`src/rtl/core/gwp_pkg.sv`:
```
// ----------------------------------------------------------------------------
// gwp_pkg: shared types and constants for the G-code word parser
// Number format, saturation limits and the control word passed to the
// digit accumulator.
// ----------------------------------------------------------------------------
package gwp_pkg;

  // Decimal digits kept after the point; values are scaled by 10^FRACTION_DIGITS.
  localparam int FRACTION_DIGITS = 3;
  // Width of a word value including sign.
  localparam int VALUE_BITS      = 32;

  // Width of the result position fields and of the power field.
  localparam int OUT_W   = 32;
  localparam int POWER_W = 23;
  localparam logic [63:0] POWER_MAX = 64'((64'd1 << (POWER_W - 1)) - 64'd1);

  // Power of ten lookup, exponent 0..6.
  function automatic logic [63:0] pow10(input logic [2:0] e);
    logic [63:0] r;
    case (e)
      3'd0:    r = 64'd1;
      3'd1:    r = 64'd10;
      3'd2:    r = 64'd100;
      3'd3:    r = 64'd1000;
      3'd4:    r = 64'd10000;
      3'd5:    r = 64'd100000;
      3'd6:    r = 64'd1000000;
      default: r = 64'd1;
    endcase
    return r;
  endfunction

  localparam logic [63:0] SCALE = pow10(3'(FRACTION_DIGITS));

  // Magnitude width and its saturation value.
  localparam int MAG_W = VALUE_BITS - 1;
  localparam logic [MAG_W-1:0] MAG_MAX = '1;
  localparam logic [63:0] MAXV = 64'(MAG_MAX);

  // Integer part of the magnitude, tracked alongside for the power field.
  localparam logic [63:0] INT_SAT = MAXV / SCALE;
  localparam int INT_W = (INT_SAT == 64'd0) ? 1 : $clog2(INT_SAT + 64'd1);

  // Headroom for acc*10 + d*SCALE.
  localparam int WIDE_W = MAG_W + 28;

  // Fraction digit counter width.
  localparam int FC_W = (FRACTION_DIGITS < 1) ? 1 : $clog2(FRACTION_DIGITS + 1);

  // Per-byte control for the accumulator.
  typedef struct packed {
    logic       clear;
    logic       digit;
    logic       minus;
    logic       point;
    logic [3:0] dval;
  } acc_ctl_t;

endpackage

```
`src/rtl/core/gwp_accum.sv`:
```
// ----------------------------------------------------------------------------
// gwp_accum: decimal word accumulator
// Builds one word's fixed-point magnitude from digits, tracks sign and
// point, saturates, and keeps the integer part for the power field.
// ----------------------------------------------------------------------------
module gwp_accum (
  input  logic                                  clk,
  input  logic                                  rst_n,
  input  gwp_pkg::acc_ctl_t                     ctl,
  output logic signed [gwp_pkg::VALUE_BITS-1:0] value,
  output logic signed [gwp_pkg::POWER_W-1:0]    power
);

  logic [gwp_pkg::MAG_W-1:0]  acc_r, acc_nxt;
  logic [gwp_pkg::INT_W-1:0]  int_r, int_nxt;
  logic [gwp_pkg::FC_W-1:0]   fc_r, fc_nxt;
  logic                       point_r, point_nxt;
  logic                       minus_r, minus_nxt;

  logic [gwp_pkg::WIDE_W-1:0] wide_acc;
  logic [gwp_pkg::WIDE_W-1:0] int_prod;
  logic [gwp_pkg::WIDE_W-1:0] frac_sum;
  logic [gwp_pkg::INT_W+3:0]  int10;
  logic [gwp_pkg::FC_W-1:0]   fc_inc;
  logic                       frac_ok;
  logic [gwp_pkg::VALUE_BITS-1:0] mag;
  logic [63:0]                int_cap;

  always_comb begin
    wide_acc = gwp_pkg::WIDE_W'(acc_r);
    fc_inc   = fc_r + gwp_pkg::FC_W'(1);
    frac_ok  = fc_r < gwp_pkg::FC_W'(gwp_pkg::FRACTION_DIGITS);
    int_prod = (wide_acc << 3) + (wide_acc << 1)
             + gwp_pkg::WIDE_W'(ctl.dval) * gwp_pkg::WIDE_W'(gwp_pkg::SCALE);
    frac_sum = wide_acc + gwp_pkg::WIDE_W'(ctl.dval)
             * gwp_pkg::WIDE_W'(gwp_pkg::pow10(3'(gwp_pkg::FRACTION_DIGITS) - 3'(fc_inc)));
    int10    = (gwp_pkg::INT_W+4)'(int_r) * (gwp_pkg::INT_W+4)'(10)
             + (gwp_pkg::INT_W+4)'(ctl.dval);

    acc_nxt   = acc_r;
    int_nxt   = int_r;
    fc_nxt    = fc_r;
    point_nxt = point_r || ctl.point;
    minus_nxt = minus_r || ctl.minus;

    if (ctl.clear) begin
      acc_nxt   = '0;
      int_nxt   = '0;
      fc_nxt    = '0;
      point_nxt = 1'b0;
      minus_nxt = 1'b0;
    end else if (ctl.digit) begin
      if (!point_r) begin
        if (int_prod > gwp_pkg::WIDE_W'(gwp_pkg::MAXV)) begin
          acc_nxt = gwp_pkg::MAG_MAX;
          int_nxt = gwp_pkg::INT_W'(gwp_pkg::INT_SAT);
        end else begin
          acc_nxt = gwp_pkg::MAG_W'(int_prod);
          int_nxt = gwp_pkg::INT_W'(int10);
        end
      end else if (frac_ok) begin
        // fraction stays below one unit, so the integer part holds
        fc_nxt = fc_inc;
        if (frac_sum > gwp_pkg::WIDE_W'(gwp_pkg::MAXV)) begin
          acc_nxt = gwp_pkg::MAG_MAX;
          int_nxt = gwp_pkg::INT_W'(gwp_pkg::INT_SAT);
        end else begin
          acc_nxt = gwp_pkg::MAG_W'(frac_sum);
        end
      end
    end
  end

  always_ff @(posedge clk) begin
    if (!rst_n) begin
      acc_r   <= '0;
      int_r   <= '0;
      fc_r    <= '0;
      point_r <= 1'b0;
      minus_r <= 1'b0;
    end else begin
      acc_r   <= acc_nxt;
      int_r   <= int_nxt;
      fc_r    <= fc_nxt;
      point_r <= point_nxt;
      minus_r <= minus_nxt;
    end
  end

  // Signed views of the word as it stands.
  always_comb begin
    mag     = gwp_pkg::VALUE_BITS'(acc_r);
    value   = minus_r ? -$signed(mag) : $signed(mag);
    int_cap = (64'(int_r) > gwp_pkg::POWER_MAX) ? gwp_pkg::POWER_MAX : 64'(int_r);
    power   = minus_r ? -$signed(gwp_pkg::POWER_W'(int_cap))
                      : $signed(gwp_pkg::POWER_W'(int_cap));
  end

endmodule

```
`src/rtl/core/gcode_word_parser.sv`:
```
// ----------------------------------------------------------------------------
// gcode_word_parser: byte-stream G-code word parser
// Turns G-code text into one command word per line, with modal G/X/Y/Z/F.
// ----------------------------------------------------------------------------
// Usage:
//   Input channel (in_valid / in_stall / in_rx_byte) carries one ASCII byte
//   per transfer. Letters G X Y Z F S (any case) open a field; digits, '-', '.'
//   or ',' build its value; any other byte closes it. A newline or ';' not
//   directly after another terminator issues one command word.
//   Output channel (out_valid / out_stall / out_*) carries the command: the
//   G, X, Y, Z and F values in fixed point x1000 (modal: absent words repeat
//   the last value), and the S integer part flagged by out_power_valid.
//   Throughput: one byte per clock while in_stall is low. The byte lands in
//   an input register; when it is taken from there the parser state updates
//   and, for a terminator, the output register loads and out_valid rises, so
//   the command word is then offered on the output channel.
//   Stall: a pending command holds in the output register while out_stall is high. A terminator
//   that would issue a command then waits in the input register and
//   in_stall rises; other bytes keep flowing since they produce no output.
//   Reset (rst_n low, synchronous): all modal values read zero, no field
//   is open, and both channels go empty.
// ----------------------------------------------------------------------------
module gcode_word_parser (
  input  logic               clk,
  input  logic               rst_n,

  input  logic               in_valid,
  output logic               in_stall,
  input  logic [7:0]         in_rx_byte,

  output logic               out_valid,
  input  logic               out_stall,
  output logic signed [31:0] out_g_word,
  output logic signed [31:0] out_x_pos,
  output logic signed [31:0] out_y_pos,
  output logic signed [31:0] out_z_pos,
  output logic signed [31:0] out_feed_rate,
  output logic               out_power_valid,
  output logic signed [22:0] out_power_level
);

  typedef enum logic [2:0] {
    FLD_NONE, FLD_G, FLD_X, FLD_Y, FLD_Z, FLD_F, FLD_S
  } field_t;

  // ASCII codes
  localparam logic [7:0] CH_NL    = 8'h0A;
  localparam logic [7:0] CH_SEMI  = 8'h3B;
  localparam logic [7:0] CH_MINUS = 8'h2D;
  localparam logic [7:0] CH_POINT = 8'h2E;
  localparam logic [7:0] CH_COMMA = 8'h2C;
  localparam logic [7:0] CH_ZERO  = 8'h30;
  localparam logic [7:0] CH_NINE  = 8'h39;
  localparam logic [7:0] CH_UP_A  = 8'h41;
  localparam logic [7:0] CH_UP_Z  = 8'h5A;
  localparam logic [7:0] CH_CASE  = 8'h20;
  localparam logic [7:0] CH_LO_G  = 8'h67;
  localparam logic [7:0] CH_LO_X  = 8'h78;
  localparam logic [7:0] CH_LO_Y  = 8'h79;
  localparam logic [7:0] CH_LO_Z  = 8'h7A;
  localparam logic [7:0] CH_LO_F  = 8'h66;
  localparam logic [7:0] CH_LO_S  = 8'h73;

  localparam int NMODAL = 5;   // G X Y Z F

  // Input register
  logic [7:0] byte_r;
  logic       byte_vld_r;

  // Parser state
  field_t     field_r, field_nxt;
  logic [5:0] wp_r, wp_nxt;           // words present on this line
  logic       after_term_r, after_term_nxt;
  logic signed [gwp_pkg::VALUE_BITS-1:0] line_r  [NMODAL];
  logic signed [gwp_pkg::POWER_W-1:0]    s_line_r;
  logic signed [gwp_pkg::VALUE_BITS-1:0] modal_r [NMODAL];
  logic signed [gwp_pkg::VALUE_BITS-1:0] modal_nxt [NMODAL];
  logic signed [gwp_pkg::VALUE_BITS-1:0] line_eff [NMODAL];
  logic signed [gwp_pkg::POWER_W-1:0]    s_eff;

  // Output register
  logic                    out_valid_r;
  logic signed [31:0]      out_val_r [NMODAL];
  logic                    out_pvld_r;
  logic signed [22:0]      out_plvl_r;

  // Byte decode
  logic [7:0] lc;
  logic       is_digit, is_minus, is_point, is_term, closing;
  field_t     sel;
  logic       emit, fire, out_free, close_hit;

  gwp_pkg::acc_ctl_t                     acc_ctl;
  logic signed [gwp_pkg::VALUE_BITS-1:0] acc_value;
  logic signed [gwp_pkg::POWER_W-1:0]    acc_power;

  always_comb begin
    lc       = (byte_r >= CH_UP_A && byte_r <= CH_UP_Z) ? byte_r + CH_CASE : byte_r;
    is_digit = byte_r >= CH_ZERO && byte_r <= CH_NINE;
    is_minus = byte_r == CH_MINUS;
    is_point = byte_r == CH_POINT || byte_r == CH_COMMA;
    is_term  = byte_r == CH_NL || byte_r == CH_SEMI;
    closing  = !(is_digit || is_minus || is_point);
    case (lc)
      CH_LO_G: sel = FLD_G;
      CH_LO_X: sel = FLD_X;
      CH_LO_Y: sel = FLD_Y;
      CH_LO_Z: sel = FLD_Z;
      CH_LO_F: sel = FLD_F;
      CH_LO_S: sel = FLD_S;
      default: sel = FLD_NONE;
    endcase

    // Only the first terminator of a run issues a command.
    emit     = is_term && !after_term_r;
    out_free = !out_valid_r || !out_stall;
    fire     = byte_vld_r && (!emit || out_free);
    in_stall = byte_vld_r && !fire;

    acc_ctl.clear = fire && closing;
    acc_ctl.digit = fire && is_digit;
    acc_ctl.minus = fire && is_minus;
    acc_ctl.point = fire && is_point;
    acc_ctl.dval  = 4'(byte_r - CH_ZERO);
  end

  gwp_accum u_accum (
    .clk   (clk),
    .rst_n (rst_n),
    .ctl   (acc_ctl),
    .value (acc_value),
    .power (acc_power)
  );

  // Closing word lands in the line values; an emit on the same byte sees it.
  always_comb begin
    close_hit = fire && closing && field_r != FLD_NONE;
    for (int i = 0; i < NMODAL; i++) begin
      line_eff[i]  = (close_hit && field_r == field_t'(3'(i + 1))) ? acc_value : line_r[i];
      modal_nxt[i] = wp_r[i] ? line_eff[i] : modal_r[i];
    end
    s_eff = (close_hit && field_r == FLD_S) ? acc_power : s_line_r;

    field_nxt      = field_r;
    wp_nxt         = wp_r;
    after_term_nxt = after_term_r;
    if (fire) begin
      if (!is_term) after_term_nxt = 1'b0;
      if (closing) begin
        field_nxt = sel;
        if (sel != FLD_NONE) wp_nxt = wp_r | (6'd1 << (3'(sel) - 3'd1));
      end
      if (emit) begin
        after_term_nxt = 1'b1;
        wp_nxt         = '0;
      end
    end
  end

  always_ff @(posedge clk) begin
    if (!rst_n) begin
      byte_vld_r   <= 1'b0;
      field_r      <= FLD_NONE;
      wp_r         <= '0;
      after_term_r <= 1'b0;
      out_valid_r  <= 1'b0;
      for (int i = 0; i < NMODAL; i++) modal_r[i] <= '0;
    end else begin
      if (!in_stall) byte_vld_r <= in_valid;
      field_r      <= field_nxt;
      wp_r         <= wp_nxt;
      after_term_r <= after_term_nxt;
      if (fire && emit) begin
        out_valid_r <= 1'b1;
        for (int i = 0; i < NMODAL; i++) modal_r[i] <= modal_nxt[i];
      end else if (!out_stall) begin
        out_valid_r <= 1'b0;
      end
    end
  end

  // Payload registers
  always_ff @(posedge clk) begin
    if (!in_stall) byte_r <= in_rx_byte;
    for (int i = 0; i < NMODAL; i++) line_r[i] <= line_eff[i];
    s_line_r <= s_eff;
    if (fire && emit) begin
      for (int i = 0; i < NMODAL; i++) out_val_r[i] <= 32'(modal_nxt[i]);
      out_pvld_r <= wp_r[5];
      out_plvl_r <= wp_r[5] ? s_eff : '0;
    end
  end

  assign out_valid       = out_valid_r;
  assign out_g_word      = out_val_r[0];
  assign out_x_pos       = out_val_r[1];
  assign out_y_pos       = out_val_r[2];
  assign out_z_pos       = out_val_r[3];
  assign out_feed_rate   = out_val_r[4];
  assign out_power_valid = out_pvld_r;
  assign out_power_level = out_plvl_r;

`ifndef SYNTH
  // A blocked terminator waits in the input register unchanged.
  a_hold_blocked: assert property (@(posedge clk) disable iff (!rst_n)
    byte_vld_r && !fire |=> byte_vld_r && $stable(byte_r))
    else $error("blocked byte lost or changed");

  // Issuing a command loads the output and starts a fresh line.
  a_emit_loads: assert property (@(posedge clk) disable iff (!rst_n)
    fire && emit |=> out_valid_r && wp_r == '0 && after_term_r)
    else $error("command issue did not update output and line state");

  // Never overwrite a pending command.
  a_no_overwrite: assert property (@(posedge clk) disable iff (!rst_n)
    out_valid_r && out_stall |-> !(fire && emit))
    else $error("pending command overwritten");
`endif

endmodule

```
`config.mk`:
```
export PLATFORM = sky130hd
export DESIGN_NAME = gcode_word_parser
export DESIGN_NICKNAME = d
export VERILOG_FILES = /design/src/rtl/core/gwp_pkg.sv /design/src/rtl/core/gwp_accum.sv /design/src/rtl/core/gcode_word_parser.sv
export SDC_FILE = /design/constraint.sdc
export NUM_CORES = 1
export LEC_CHECK = 0
export ABC_AREA = 1
export BUFFER_PORTS_ARGS = -buffer_cell sky130_fd_sc_hd__buf_2
export CAP_MARGIN = 20
export CORE_AREA = 2 2 255 257
export DETAILED_ROUTE_END_ITERATION = 7
export DIE_AREA = 0 0 257 259
export GPL_TIMING_DRIVEN = 0
export PLACE_DENSITY_LB_ADDON = 0.08
export SETUP_SLACK_MARGIN = 0.4
export SLEW_MARGIN = 40
export SYNTH_ARGS = -nofsm -noshare
export SYNTH_HDL_FRONTEND = slang
export SYNTH_SLANG_ARGS = --single-unit
```
`constraint.sdc`:
```
create_clock -name clk -period 8.7 [get_ports clk]
set_input_delay 1.74 -clock clk [delete_from_list [all_inputs] [get_ports clk]]
set_output_delay 1.74 -clock clk [all_outputs]
set_load 0.005 [all_outputs]
```
======== Word level (Yosys, flattened, before mapping) ========
Memory sizes are Yosys's and may differ from the RTL's.
Index checks and enable logic that the tools add are counted.
cells by class
  add/sub/neg operators ................... 11
  multiply operators ...................... 3
  div/mod/pow operators ................... 0
  $lt $le $gt $ge ......................... 7
  equality and inequality tests ........... 28
  shift operators ......................... 1
  mux-type cells .......................... 41
  bitwise gates (word level) .............. 8
  reductions and logical operators ........ 41
operators with widths
  operator                                               count
  2-to-1 mux 32 bit                                      16
  2-to-1 mux 31 bit                                      4
  case mux 20 bit (6 select lines)                       1
  > comparator 59 x 31 -> 1 bit (second input constant)  2
  2-to-1 mux 22 bit                                      4
  adder 31 x 59 -> 59 bit                                1
  adder 59 x 14 -> 59 bit                                1
  == test 8 x 7 -> 1 bit (second input constant)         6
  2-to-1 mux 23 bit                                      2
  adder 34 x 32 -> 35 bit                                1
  == test 8 x 6 -> 1 bit (second input constant)         4
  negation 31 -> 32 bit                                  1
  multiplier 4 x 20 -> 24 bit                            1
  negation 22 -> 23 bit                                  1
  adder 22 x 4 -> 22 bit                                 1
  multiplier 22 x 3 -> 21 bit (second input constant)    1
  == test 3 bit (second input constant)                  6
  2-to-1 mux 6 bit                                       3
  case mux 3 bit (6 select lines)                        1
  logical AND 1 bit                                      17
  == test 3 x 2 -> 1 bit (second input constant)         4
  multiplier 4 x 7 -> 11 bit (second input constant)     1
  2-to-1 mux 1 bit                                       9
  AND reduction 3 bit                                    3
  other kinds (25)                                       49
storage, ports and cells
  register bits ........................... 124
  bits in latches ......................... 0
  bits in writable memories ............... 480
  bits in read-only memories .............. 0
  input port bits ......................... 12
  output and inout port bits .............. 186
  word-level logic and storage cells ...... 157
  memories ................................ 3
memory list
  name       depth  bits a word  rd ports  clocked after memory_dff  write ports  RTL line                 text
  line_r     5      32           5         0                         5            gcode_word_parser.sv:74  logic signed [gwp_pkg::VALUE_BITS-1:0] line_r [NMODAL];
  modal_r    5      32           5         0                         5            gcode_word_parser.sv:76  logic signed [gwp_pkg::VALUE_BITS-1:0] modal_r [NMODAL];
  out_val_r  5      32           5         0                         5            gcode_word_parser.sv:83  logic signed [31:0] out_val_r [NMODAL];

======== Longest topological paths before layout ========
Gate-level depths: netlist of run 1.
  depth after elaboration ................. 12
  depth in mapped cells ................... 31
  mapped depth without buffers ............ 31

======== Cells and area by module ========
Synthesis of run 1 repeated with hierarchy kept, for this count alone.
second synthesis, totals
  cell total of the unflattened synthesis .. 3,554
  area, all modules ....................... 31,998.2 um^2
modules (own cells, without submodules)
  module             times used  cells an instance  area an instance (um^2)  seq. area each (um^2)
  gcode_word_parser  1           1,891              21,614.5                 14,473.9
  gwp_accum          1           1,663              10,383.7                 1,141.1

======== Worst setup path before layout of run 1 ========
No wires, ideal clock.
  path type ............................... input to register
  from .................................... input port out_stall
  to ...................................... memory modal_r[0][120] (netlist name) (data pin)
  library setup time ...................... 0.140 ns
  arrival ................................. 7.048 ns
  required time ........................... 8.560 ns
  slack ................................... 1.512 ns
  stages on the path ...................... 13
  path buffers ............................ 2
  cells stage by stage .................... nand2_1 -> inv_1 -> nand2_1 -> nand2_1 -> inv_1 -> nand2_1 -> inv_1 -> nand2_1 -> inv_1 -> nand2_1 -> buf_2 -> buf_2 -> nor2_1
RTL lines
  item         RTL line                 text
  from (decl)  gcode_word_parser.sv:32  input logic out_stall,
  to (decl)    gcode_word_parser.sv:76

======== Worst setup path in the final report of run 1 ========
  from .................................... register byte_r[1]
  to ...................................... register u_accum.acc_r[16] (netlist name)
on the way
  word-level cells in the longest chain between the ends .. 8
  elaborated cells on any way between the ends .. 32
  those cells by class .................... add/sub: 3; mul: 2; order compare: 4; eq/ne: 5; mux: 4; reduce/logical: 14
ends and longest elaborated chain
  item                                                                             RTL line                  text
  from (decl)                                                                      gcode_word_parser.sv:67   logic [7:0] byte_r;
  from (signal assigned)                                                           gcode_word_parser.sv:184  if (!in_stall) byte_r <= in_rx_byte;
  parallel branches: the longest is 8 deep, another holds adder 31 x 59 -> 59 bit  n/a
  to (signal assigned)                                                             gwp_accum.sv:82           acc_r <= acc_nxt;
  to (decl)                                                                        gwp_accum.sv:14           logic [gwp_pkg::MAG_W-1:0] acc_r, acc_nxt;
Several ways; the timed one is not identified. The select of a mux whose other input is x is not followed.
A chain may end at the register's enable or synchronous reset.

==> results of run 1 <==
## state kept, by name, indices dropped and copies added (netlist names)
name,flops
u_accum.fc_r,2
byte_vld_r,1
field_r,3
u_accum.int_r,22
modal_r,160
line_r,160
wp_r,6
u_accum.minus_r,1
out_val_r,160
byte_r,8
s_line_r,23
out_power_valid,1
u_accum.point_r,1
u_accum.acc_r,31
out_valid,1
after_term_r,1
out_power_level,23
## critical path, delay by kind of cell (launching register included)
family          cells  cell delay [ns]
flops               1             0.72
simple gates        6             0.78
buf+inv             5             0.92
xor+xnor            1             0.17
fa+ha+maj           4             1.84
compound gates     11             1.90
## metrics by stage
stage	TNS, ns	util, %	hold slack, ns
2_1_floorplan	0	-	0.416
3_3_place_gp	-432.29	52.8	0.425
3_5_place_dp	0	53.5	0.429
4_1_cts	0	56.5	0.445
5_1_grt	0	56.5	0.461
6_report	0	56.5	0.446
## metal layers
| metal | vias up | global-route usage [%] | wire length (um) |
|---|---|---|---|
| met1 | 11800 | 37.1 | 40500 |
| met3 | 125 | 3.00 | 4810 |
| met4 | 0 | 7.69 | 2500 |
| met5 | - | 0 | 0 |
| met2 | 686 | 42.2 | 40500 |
| li1 | 13000 | - | - |
## synth_stat cells (3+ instances only)
| cell type | instances |
|---|---|
| buf_6 | 10 |
| and3_1 | 3 |
| inv_1 | 365 |
| nor3_1 | 22 |
| nand2_1 | 1423 |
| clkinv_1 | 4 |
| or3_1 | 3 |
| buf_1 | 16 |
| nand2_2 | 15 |
| a21oi_1 | 315 |
| xor2_1 | 89 |
| buf_2 | 29 |
| a21boi_1 | 5 |
| xnor2_1 | 50 |
| o21bai_1 | 6 |
| o211ai_1 | 5 |
| nor2_2 | 15 |
| a21o_1 | 4 |
| buf_4 | 12 |
| ha_1 | 143 |
| nand4_1 | 40 |
| nor2_1 | 176 |
| and2_1 | 6 |
| nand3_1 | 144 |
| a211oi_1 | 18 |
| fa_1 | 25 |
| dfxtp_1 | 252 |
| nor4_1 | 8 |
| o21ai_0 | 98 |
| inv_2 | 12 |
| o31ai_1 | 3 |
| a21boi_0 | 5 |
| nand3_2 | 5 |
| edfxtp_1 | 352 |
| o21ai_1 | 6 |
| or2_2 | 41 |
| o21a_1 | 4 |
| a31oi_1 | 6 |
| clkbuf_1 | 66 |
| nand3b_1 | 8 |
## final cells by class
class                   count  area [um^2]  area share [%]
clock inverters            36          277           0.766
flip-flops and latches    604        15600            43.3
clock buffers              80         1620            4.48
repair buffers            208         1180            3.26
plain buffers             134          662            1.83
diodes                      1         2.50         0.00693
multi-input cells        2710        14200            39.4
well taps                 855         1070            2.96
inverters                 381         1440            3.98
## cell usage in the layout (no fill, tap or decap), types with 12 or more instances in the layout
cell type | Yosys | layout
nor3_1 | 22 | 22
a21oi_1 | 315 | 315
inv_2 | 12 | 12
nand3_1 | 144 | 144
buf_6 | 10 | 12
clkinv_2 | 0 | 14
nor2_1 | 176 | 176
a211oi_1 | 18 | 18
nor2_2 | 15 | 15
inv_1 | 365 | 364
o21ai_0 | 98 | 97
edfxtp_1 | 352 | 352
xor2_1 | 89 | 69
ha_1 | 143 | 143
buf_4 | 12 | 15
xor2_2 | 1 | 18
nand4_1 | 40 | 40
nand2_1 | 1423 | 1422
nand2_2 | 15 | 15
xnor2_1 | 50 | 43
dfxtp_1 | 252 | 252
buf_1 | 16 | 16
clkbuf_16 | 0 | 61
clkbuf_1 | 66 | 82
fa_1 | 25 | 25
buf_2 | 29 | 225
clkinv_1 | 4 | 15
or2_2 | 41 | 41
## worst paths after layout
check                                         end            from  depth (start not counted)  slack [ns]
worst max-delay path            u_accum.acc_r[16]       byte_r[1]                         27        2.17
worst min-delay path               line_r[0][134]  line_r[0][134]                          2        0.45
worst max register to register  u_accum.acc_r[16]       byte_r[1]                         27        2.17
worst min register to register     line_r[0][134]  line_r[0][134]                          2        0.45
## power breakdown
part | switching (mW) | internal, mW | total (mW)
clock | 1.15 | 1.38 | 2.52
sequential | 0.0145 | 3.04 | 3.06
combinational | 0.183 | 0.101 | 0.284
total | 1.35 | 4.52 | 5.86
## cells by family (layout without fill, tap and decap cells)
family / after synthesis / after routing / share of synthesized area, %
other: 0 / 1 / 0
xor gates and xnor gates: 140 / 140 / 3.89
and+or+nand+nor: 1918 / 1918 / 24.8
DFF: 604 / 604 / 49.3
adders and majority gates: 168 / 168 / 7.23
buffers and inverters: 515 / 839 / 6.60
AOI/OAI and AO/OA: 484 / 484 / 8.18
==> results by group, run 1 <==
Power and ir drop
  – P per Cell Area: 163 nW/um^2
  – P_leak: around 17 nW
  – Tot Pwr: between 5 and 6 mW
  – VDD IR max: between 0.15 and 0.2 mV

Synthesis
  – Post-synth ARST share: 0%
  – Top cells by area, synth: edfxtp_1, nand2_1, dfxtp_1
  – #FFs+latches synth: approximately 600
  – Area leader, netlist: edfxtp_1
  – Main synth FF type: edfxtp_1
  – Synth Cell Area: around 32000 um^2
  – Synthesized Nets: about 4000
  – Avg Cell Area, Syn: ~8.3 um^2
  – Post-Synthesis Cells: 3829
  – Distinct cells, synth: 56
  – Yosys top cell area share: between 30 and 40%
  – Post-synth EDFFs: 352
  – Seq/Total Area, Yosys: just under 50%
  – Synth warnings: 0

Placement
  – Placer Congestion: about 0.89
  – DP Wirelength: between 60000 and 70000 um
  – Placed insts: a little under 5000
  – Setup slack at placement: ~2.3 ns
  – PortBufs: between 150 and 200
  – Post-DP Area: ~34000 um^2

Drt
  – Wire length per cell after detailed routing: about 18 um
  – Number of routed nets with antenna violations: 0
  – Vias per inst: 5.12
  – Vias: ~26000
  – DRC: 0
  – 1st-iter DRT viols: 2011
  – Final wirelength: 88300 um
  – Detailed Routing Iterations Pass 1: 6

Timing
  – Crit path time final: ~6.5 ns
  – Max-slew violations: 0
  – Clock Skews: between 0.04 and 0.05 ns
  – RSZ-0062 raised after global routing: no
  – Final setup margin: approximately 2.2 ns
  – Max-slew headroom: a little over a third
  – Period utilisation layout: between 70% and 80%
  – Actual slew at the worst max-slew pin: roughly 0.95 ns
  – Final-report hold violation count: 0
  – Fmax: about 150 MHz
  – Setup violators final: 0

Global route
  – Largest net degree at the start of global routing: 74
  – Initial antenna violation count: 1
  – Vias in the first global route: between 20000 and 25000
  – First-pass GRT wire length: roughly 130000 um
  – Global-route usage over all layers: 26.1%
  – Total gr overflow: 0

Floorplan
  – DIE HEIGHT: ~260 um
  – # IOs: 198
  – Core area: 63900 um^2
  – Die width: roughly 260 um
  – Initial core utilization: just under 50%
  – Die area: approximately 67000 um^2
  – Row Count: a little over 90

Cells and area
  – Area growth, synth to finish: 13.9%
  – Fillers: approximately 6000
  – Finished layout cell area: ~36000 um^2
  – Layout cells sized above 1: 11.6%
  – Nets: approximately 4300
  – Non-filler cells, final: 5009

Clock network
  – Resized cells post-CTS: 0
  – Hold_buf cts: 0
  – CTS tree: done
  – CTS HTree Levels: 2
  – Post-CTS setup buffers: 0
  – CTS Buf Count: just over 60
  – Root Driver: clkbuf_16
  – Clock Tree Buf Depth: 3
  – Clock sinks: 604
  – Clock Latency Late Sink: 0.64 ns
  – Reg clk slew, reported paths: about 0.06 ns

Critical path
  – Worst-path fanout max: 10
  – Worst path arrival time: roughly 7.0 ns
  – CP endpoint kind: flip-flop
  – Worst Setup Path Type: flip-flop to flip-flop
  – Crit path largest cell delay: approximately 0.7 ns
  – Crit-path most repeated cell: a21oi_1
  – Slowest cell on crit path: edfxtp_1
  – Crit path launch type: flip-flop
  – Worst Path Required: 9.17 ns

Hold path
  – Min-delay worst type: flip-flop to flip-flop

Run status
  – Status: completed

Job
  – Max Cap Viol: 0
Power figures use the tool's default switching activity.
==> run 2: changes to the inputs <==
==> constraint.sdc (replaced) <==
create_clock -name clk -period 5.98 [get_ports clk]
set_input_delay 1.196 -clock clk [delete_from_list [all_inputs] [get_ports clk]]
set_output_delay 1.196 -clock clk [all_outputs]
set_load 0.005 [all_outputs]
==> results by group, run 2 (synthesis gave the netlist of run 1 again) <==
Drt
  – Vias per inst: between 5 and 6
  – Detailed Routing Iterations Pass 1: 6
  – Final wirelength: around 90000 um
  – DRC: 0
  – Vias: between 20000 and 30000
  – Wire length per cell after detailed routing: about 18 um
  – Number of routed nets with antenna violations: 0
  – 1st-iter DRT viols: around 2200

Global route
  – Largest net degree at the start of global routing: just under 70
  – Initial antenna violation count: 0
  – First-pass GRT wire length: 138000 um
  – Vias in the first global route: 24100
  – Global-route usage over all layers: 26.6%
  – Total gr overflow: 0

Hold path
  – Hold depth: 2
  – Hold endpoint: line_r[0][144]
  – Min-delay worst type: flip-flop to flip-flop
  – HP Start: line_r[0][144]

Critical path
  – R2R Setup Slk: approximately 0.47 ns
  – Worst Path Required: about 6.5 ns
  – Worst path arrival time: between 6 and 7 ns
  – Slowest cell on crit path: edfxtp_1
  – CP endpoint kind: flip-flop
  – Crit path launch type: flip-flop
  – Reg2Reg Depth: 29
  – RR Startpoint: byte_r[1]
  – Reg2reg end: u_accum.int_r[19]
  – Worst Setup Path Type: flip-flop to flip-flop
  – Worst-path fanout max: 7
  – Crit path largest cell delay: between 0.4 and 0.5 ns

Clock network
  – Clock sinks: 604
  – Clock Tree Buf Depth: 3
  – CTS Buf Count: 60
  – Hold_buf cts: 0
  – Clock Latency Late Sink: about 0.64 ns
  – Reg clk slew, reported paths: around 0.060 ns
  – CTS tree: done
  – CTS HTree Levels: 2
  – Root Driver: clkbuf_16

Cells and area
  – Storage cell area: 15600 um^2
  – Most common cell after layout, fill and taps aside: nand2_1
  – Area of the multi-input gates: roughly 15000 um^2
  – Nets: ~4300
  – Area growth, synth to finish: 16.6%
  – Layout cells sized above 1: between 10% and 20%
  – Commonest cells after routing, fill and taps aside: nand2_1, inv_1, edfxtp_1
  – Largest regs: line_r (160), modal_r (160), out_val_r (160)
  – Finished layout cell area: 36900 um^2
  – Fillers: about 6000

Power and ir drop
  – VDD IR max: about 0.23 mV
  – P_leak: between 15 and 20 nW
  – Combinational group share of total power: about 5.3%
  – P per Cell Area: about 230 nW/um^2
  – Sw frac: approximately 22%
  – Tot Pwr: slightly below 9 mW
  – Clock share of power: between 40% and 50%
  – Sw Pwr: between 1.5 and 2 mW
  – Part of the power in registers: about half
  – P_int: slightly below 7 mW

Timing
  – Crit path time final: approximately 5.5 ns
  – Fmax: around 180 MHz
  – Period utilisation layout: between 90 and 100%
  – Max-slew violations: 0
  – Final setup margin: approximately 0.47 ns
  – Max-slew headroom: 41.6%
  – Clock Skews: 0.0384 ns
  – RSZ-0062 raised after global routing: yes
  – Setup violators final: 0
  – Actual slew at the worst max-slew pin: 0.872 ns
  – Final-report hold violation count: 0

Run status
  – Status: completed

Floorplan
  – Row Count: 93
  – Die area: about 67000 um^2
  – # IOs: between 150 and 200
  – Die width: about 260 um
  – Core area: approximately 64000 um^2
  – Initial core utilization: roughly half
  – DIE HEIGHT: around 260 um

Placement
  – Setup slack at placement: -0.495 ns
  – Placer Congestion: 0.918
  – PortBufs: around 200
  – DP Wirelength: 67000 um
  – Post-DP Area: roughly 34000 um^2

Job
  – Max Cap Viol: 0
[run 2: changes by cell type in the layout (fill, tap and decap cells not counted), moves of 6 or more]
cell and change:
nor2_1 -6, ha_4 +8, clkinv_2 -7, ha_1 -10, nand2_1 -9, buf_4 +28
a21oi_1 -10, a21oi_2 +10, o21ai_1 +11, o21ai_0 -15
[run 2: power groups by stage]
stage	registers (mW)	clock network, mW	logic [mW]
6_report	4.44	3.75	0.460
5_1_grt	4.44	3.95	0.513
4_1_cts	4.44	3.80	0.429
3_5_place_dp	4.54	0	0.415
3_3_place_gp	4.55	0	0.400
2_1_floorplan	4.53	0	0.300
[run 2: worst max path at each step]
stage                     cells after the start  slack (ns)           endpoint            start
after global routing                         30        0.20  u_accum.acc_r[18]  u_accum.fc_r[0]
after CTS                                    30        0.42   u_accum.acc_r[0]        byte_r[3]
final                                        29        0.47  u_accum.int_r[19]        byte_r[1]
after floorplan                              17        0.41    modal_r[0][100]        byte_r[2]
after detailed placement                     28       -0.50  u_accum.acc_r[14]        byte_r[1]
after global placement                       17       -3.26    modal_r[0][127]        byte_r[2]
[run 2: repair_timing]
| action | in CTS | in global routing |
|---|---|---|
| pin swaps | 7 | 37 |
| buffers inserted | 10 | 19 |
| gates resized for setup | 24 | 84 |
| endpoints found under the hold margin | 0 | 0 |
| endpoints found under the setup margin | 53 | 53 |
| gates cloned | 0 | 2 |
[run 2: final cells by class]
| class | count | area share (%) |
|---|---|---|
| inverter | 381 | 3.92 |
| sequential | 604 | 42.3 |
| timing repair buffer | 245 | 4.25 |
| clock inverter | 33 | 0.854 |
| tap | 855 | 2.90 |
| clock buffer | 80 | 4.41 |
| antenna | 1 | 0.00677 |
| multi-input combinational | 2710 | 39.5 |
| buffer | 134 | 1.93 |
[run 2: through the flow]
step / setup TNS [ns] / cells / hold WS (ns) / utilization, %
2_1_floorplan: 0 / 3829 / 0.416 / -
3_3_place_gp: -828.49 / 4880 / 0.424 / 52.8
3_5_place_dp: -15.55 / 4898 / 0.431 / 53.8
4_1_cts: 0 / 5021 / 0.447 / 57.0
5_1_grt: 0 / 5042 / 0.461 / 57.8
6_report: 0 / 5043 / 0.443 / 57.8
[run 2: critical path: cells and delay by family, from the launching register on]
family                   cells  cell delay, ns
flip-flops                   1            0.47
AO/OA/AOI/OAI               11            1.80
buffers and inverters        8            1.00
adder cells (fa/ha/maj)      4            1.37
XOR/XNOR                     1            0.32
AND/OR/NAND/NOR              5            0.45
[run 2: per-layer routing]
metal / routed length (um) / GRT usage [%] / up-vias
met5: 0 / 0 / -
met4: 2970 / 8.38 / 0
met3: 5100 / 2.55 / 129
met2: 41400 / 43.4 / 705
met1: 40400 / 37.6 / 12100
li1: - / - / 13000
==> run 3: changes to the inputs <==
--- a/config.mk
+++ b/config.mk
@@ -8,9 +8,9 @@
 export ABC_AREA = 1
 export BUFFER_PORTS_ARGS = -buffer_cell sky130_fd_sc_hd__buf_2
 export CAP_MARGIN = 20
-export CORE_AREA = 2 2 255 257
+export CORE_AREA = 2 2 304 306
 export DETAILED_ROUTE_END_ITERATION = 7
-export DIE_AREA = 0 0 257 259
+export DIE_AREA = 0 0 306 308
 export GPL_TIMING_DRIVEN = 0
 export PLACE_DENSITY_LB_ADDON = 0.08
 export SETUP_SLACK_MARGIN = 0.4
==> results by group, run 3 (synthesis gave the netlist of run 1 again) <==
Clock network
  – CTS Buf Count: 71
  – CTS tree: done
  – CTS HTree Levels: 3
  – Clock Tree Buf Depth: 3
  – Clock sinks: roughly 600
  – Reg clk slew, reported paths: about 0.06 ns
  – Root Driver: clkbuf_16
  – Clock Latency Late Sink: around 0.64 ns

Drt
  – Vias per inst: roughly 4.7
  – Wire length per cell after detailed routing: between 15 and 20 um
  – 1st-iter DRT viols: 1491
  – Final wirelength: approximately 99000 um
  – Detailed Routing Iterations Pass 1: 5
  – Vias: ~25000
  – Number of routed nets with antenna violations: 0
  – DRC: 0

Cells and area
  – Commonest cells after routing, fill and taps aside: nand2_1, inv_1, edfxtp_1
  – Most common cell after layout, fill and taps aside: nand2_1
  – Nets: approximately 4300
  – Largest regs: line_r (160), modal_r (160), out_val_r (160)
  – Fillers: ~9000
  – Finished layout cell area: about 38000 um^2
  – Inserted Diodes: 0
  – Layout cells sized above 1: between 10% and 20%
  – Area growth, synth to finish: 19.9%
  – Non-filler cells, final: approximately 5400

Placement
  – Placed insts: roughly 5200
  – Placer Congestion: 0.866
  – DP Wirelength: ~75000 um
  – PortBufs: ~200
  – Post-DP Area: roughly 35000 um^2

Floorplan
  – Row Count: 111
  – # IOs: about 200
  – Initial core utilization: roughly a third
  – Die width: between 300 and 400 um
  – Die area: 94200 um^2
  – DIE HEIGHT: 308 um
  – Core area: 91000 um^2

Critical path
  – Reg2Reg Depth: 27
  – Crit path launch type: flip-flop
  – Worst Path Required: approximately 6.5 ns
  – CP endpoint kind: flip-flop
  – Worst-path fanout max: 6
  – Worst path arrival time: 5.87 ns
  – R2R Setup Slk: between 0.6 and 0.7 ns
  – Reg2reg end: u_accum.acc_r[15]
  – Worst Setup Path Type: flip-flop to flip-flop
  – RR Startpoint: u_accum.fc_r[0]

Job
  – Max Cap Viol: 0

Timing
  – Max-slew violations: 0
  – Period utilisation layout: 89.1%
  – Clock Skews: 0.0370 ns
  – Actual slew at the worst max-slew pin: approximately 0.93 ns
  – Max-slew headroom: about 38%
  – Fmax: 188 MHz
  – Crit path time final: 5.33 ns
  – Setup violators final: 0
  – Final-report hold violation count: 0
  – RSZ-0062 raised after global routing: yes

Power and ir drop
  – P per Cell Area: between 200 and 250 nW/um^2
  – VDD IR max: ~0.25 mV
  – P_leak: 17.2 nW

Hold path
  – Hold endpoint: line_r[0][139]
  – HP Start: line_r[0][139]
  – Min-delay worst type: flip-flop to flip-flop
  – Hold depth: 2

Global route
  – Global-route usage over all layers: between 20% and 30%
  – Initial antenna violation count: 2
  – First-pass GRT wire length: 149000 um
  – Total gr overflow: 0
  – Largest net degree at the start of global routing: 67
  – Vias in the first global route: 24500

Run status
  – Status: completed
## run 3: cell count changes in the layout (fill, tap and decap cells not counted), sizes merged
| cell | before | now |
|---|---|---|
| buf | 311 | 331 |
| clkbuf | 148 | 165 |
| clkinv | 26 | 21 |
| bufinv | 5 | 8 |
| diode | 1 | 0 |
| inv | 378 | 377 |
## run 3: area by class of cell
class                   instances  area, um^2  area share, %
repair buffers                263        1760           4.64
inverters                     381        1450           3.80
multi-input cells            2710       14600           38.4
plain buffers                 134         713           1.88
clock buffers                  99        1960           5.17
well taps                    1186        1480           3.90
flip-flops and latches        604       15600           41.1
clock inverters                30         418           1.10
## run 3: worst max path at each step
stage / start / to / cells past startpoint
floorplan: byte_r[2] / modal_r[0][100] / 17
global placement: byte_r[2] / modal_r[0][128] / 17
detailed placement: byte_r[1] / u_accum.acc_r[25] / 27
CTS: u_accum.fc_r[0] / u_accum.int_r[8] / 30
global route: u_accum.fc_r[0] / u_accum.acc_r[30] / 28
finish: u_accum.fc_r[0] / u_accum.acc_r[15] / 27
## run 3: where the power goes
group / internal (mW) / switching [mW] / leakage, nW
Combinational: 0.173 / 0.287 / 10.7
Clock: 2.66 / 1.78 / 1.15
Sequential: 4.43 / 0.0194 / 5.39
## run 3: per-layer routing
metal  up-vias  part of all wire (%)  track usage [%]
met4         0                   3.0             6.61
met1     11800                    47             28.4
met5         -                     0                0
met3       124                   4.3             3.07
li1      13100                     -                -
met2       471                    46             34.1
## run 3: metrics by stage
step,power (mW),setup slack (ns),setup TNS [ns],util [%],hold WS [ns]
6_report,9.34,0.653,0,41.8,0.443
5_1_grt,9.67,0.332,0,41.8,0.457
4_1_cts,9.43,0.434,0,41.3,0.446
3_5_place_dp,4.95,-0.702,-28.25,38.3,0.430
3_3_place_gp,4.96,-2.80,-806.41,37.6,0.426
2_1_floorplan,4.83,0.407,0,-,0.416
## run 3: what timing repair did
item / 4_1_cts / 5_1_grt
gates cloned: 0 / 0
gates resized for setup: 29 / 66
setup buffers: 18 / 26
hold buffers: 0 / 0
pin swaps: 14 / 29
endpoints found under the setup margin: 53 / 53
## run 3: worst max-delay path: stages (launching register included)
cell and delay (ns):
dfxtp_4 0.38, inv_6 0.08, ha_4 0.15, nand2_1 0.08, fa_1 0.54, inv_1 0.06
fa_2 0.61, fa_2 0.24, a21oi_2 0.06, o21bai_1 0.16, a21oi_1 0.11, o21bai_1 0.25
a21oi_2 0.10, o21ai_2 0.17, a21oi_2 0.08, o21bai_1 0.20, xor2_1 0.27, ha_1 0.30
a21oi_2 0.14, inv_2 0.06, a221oi_4 0.25, o21ai_4 0.13, buf_4 0.16, buf_4 0.13
xnor2_1 0.11, o21ai_0 0.20, nand2_1 0.08, a21oi_1 0.11
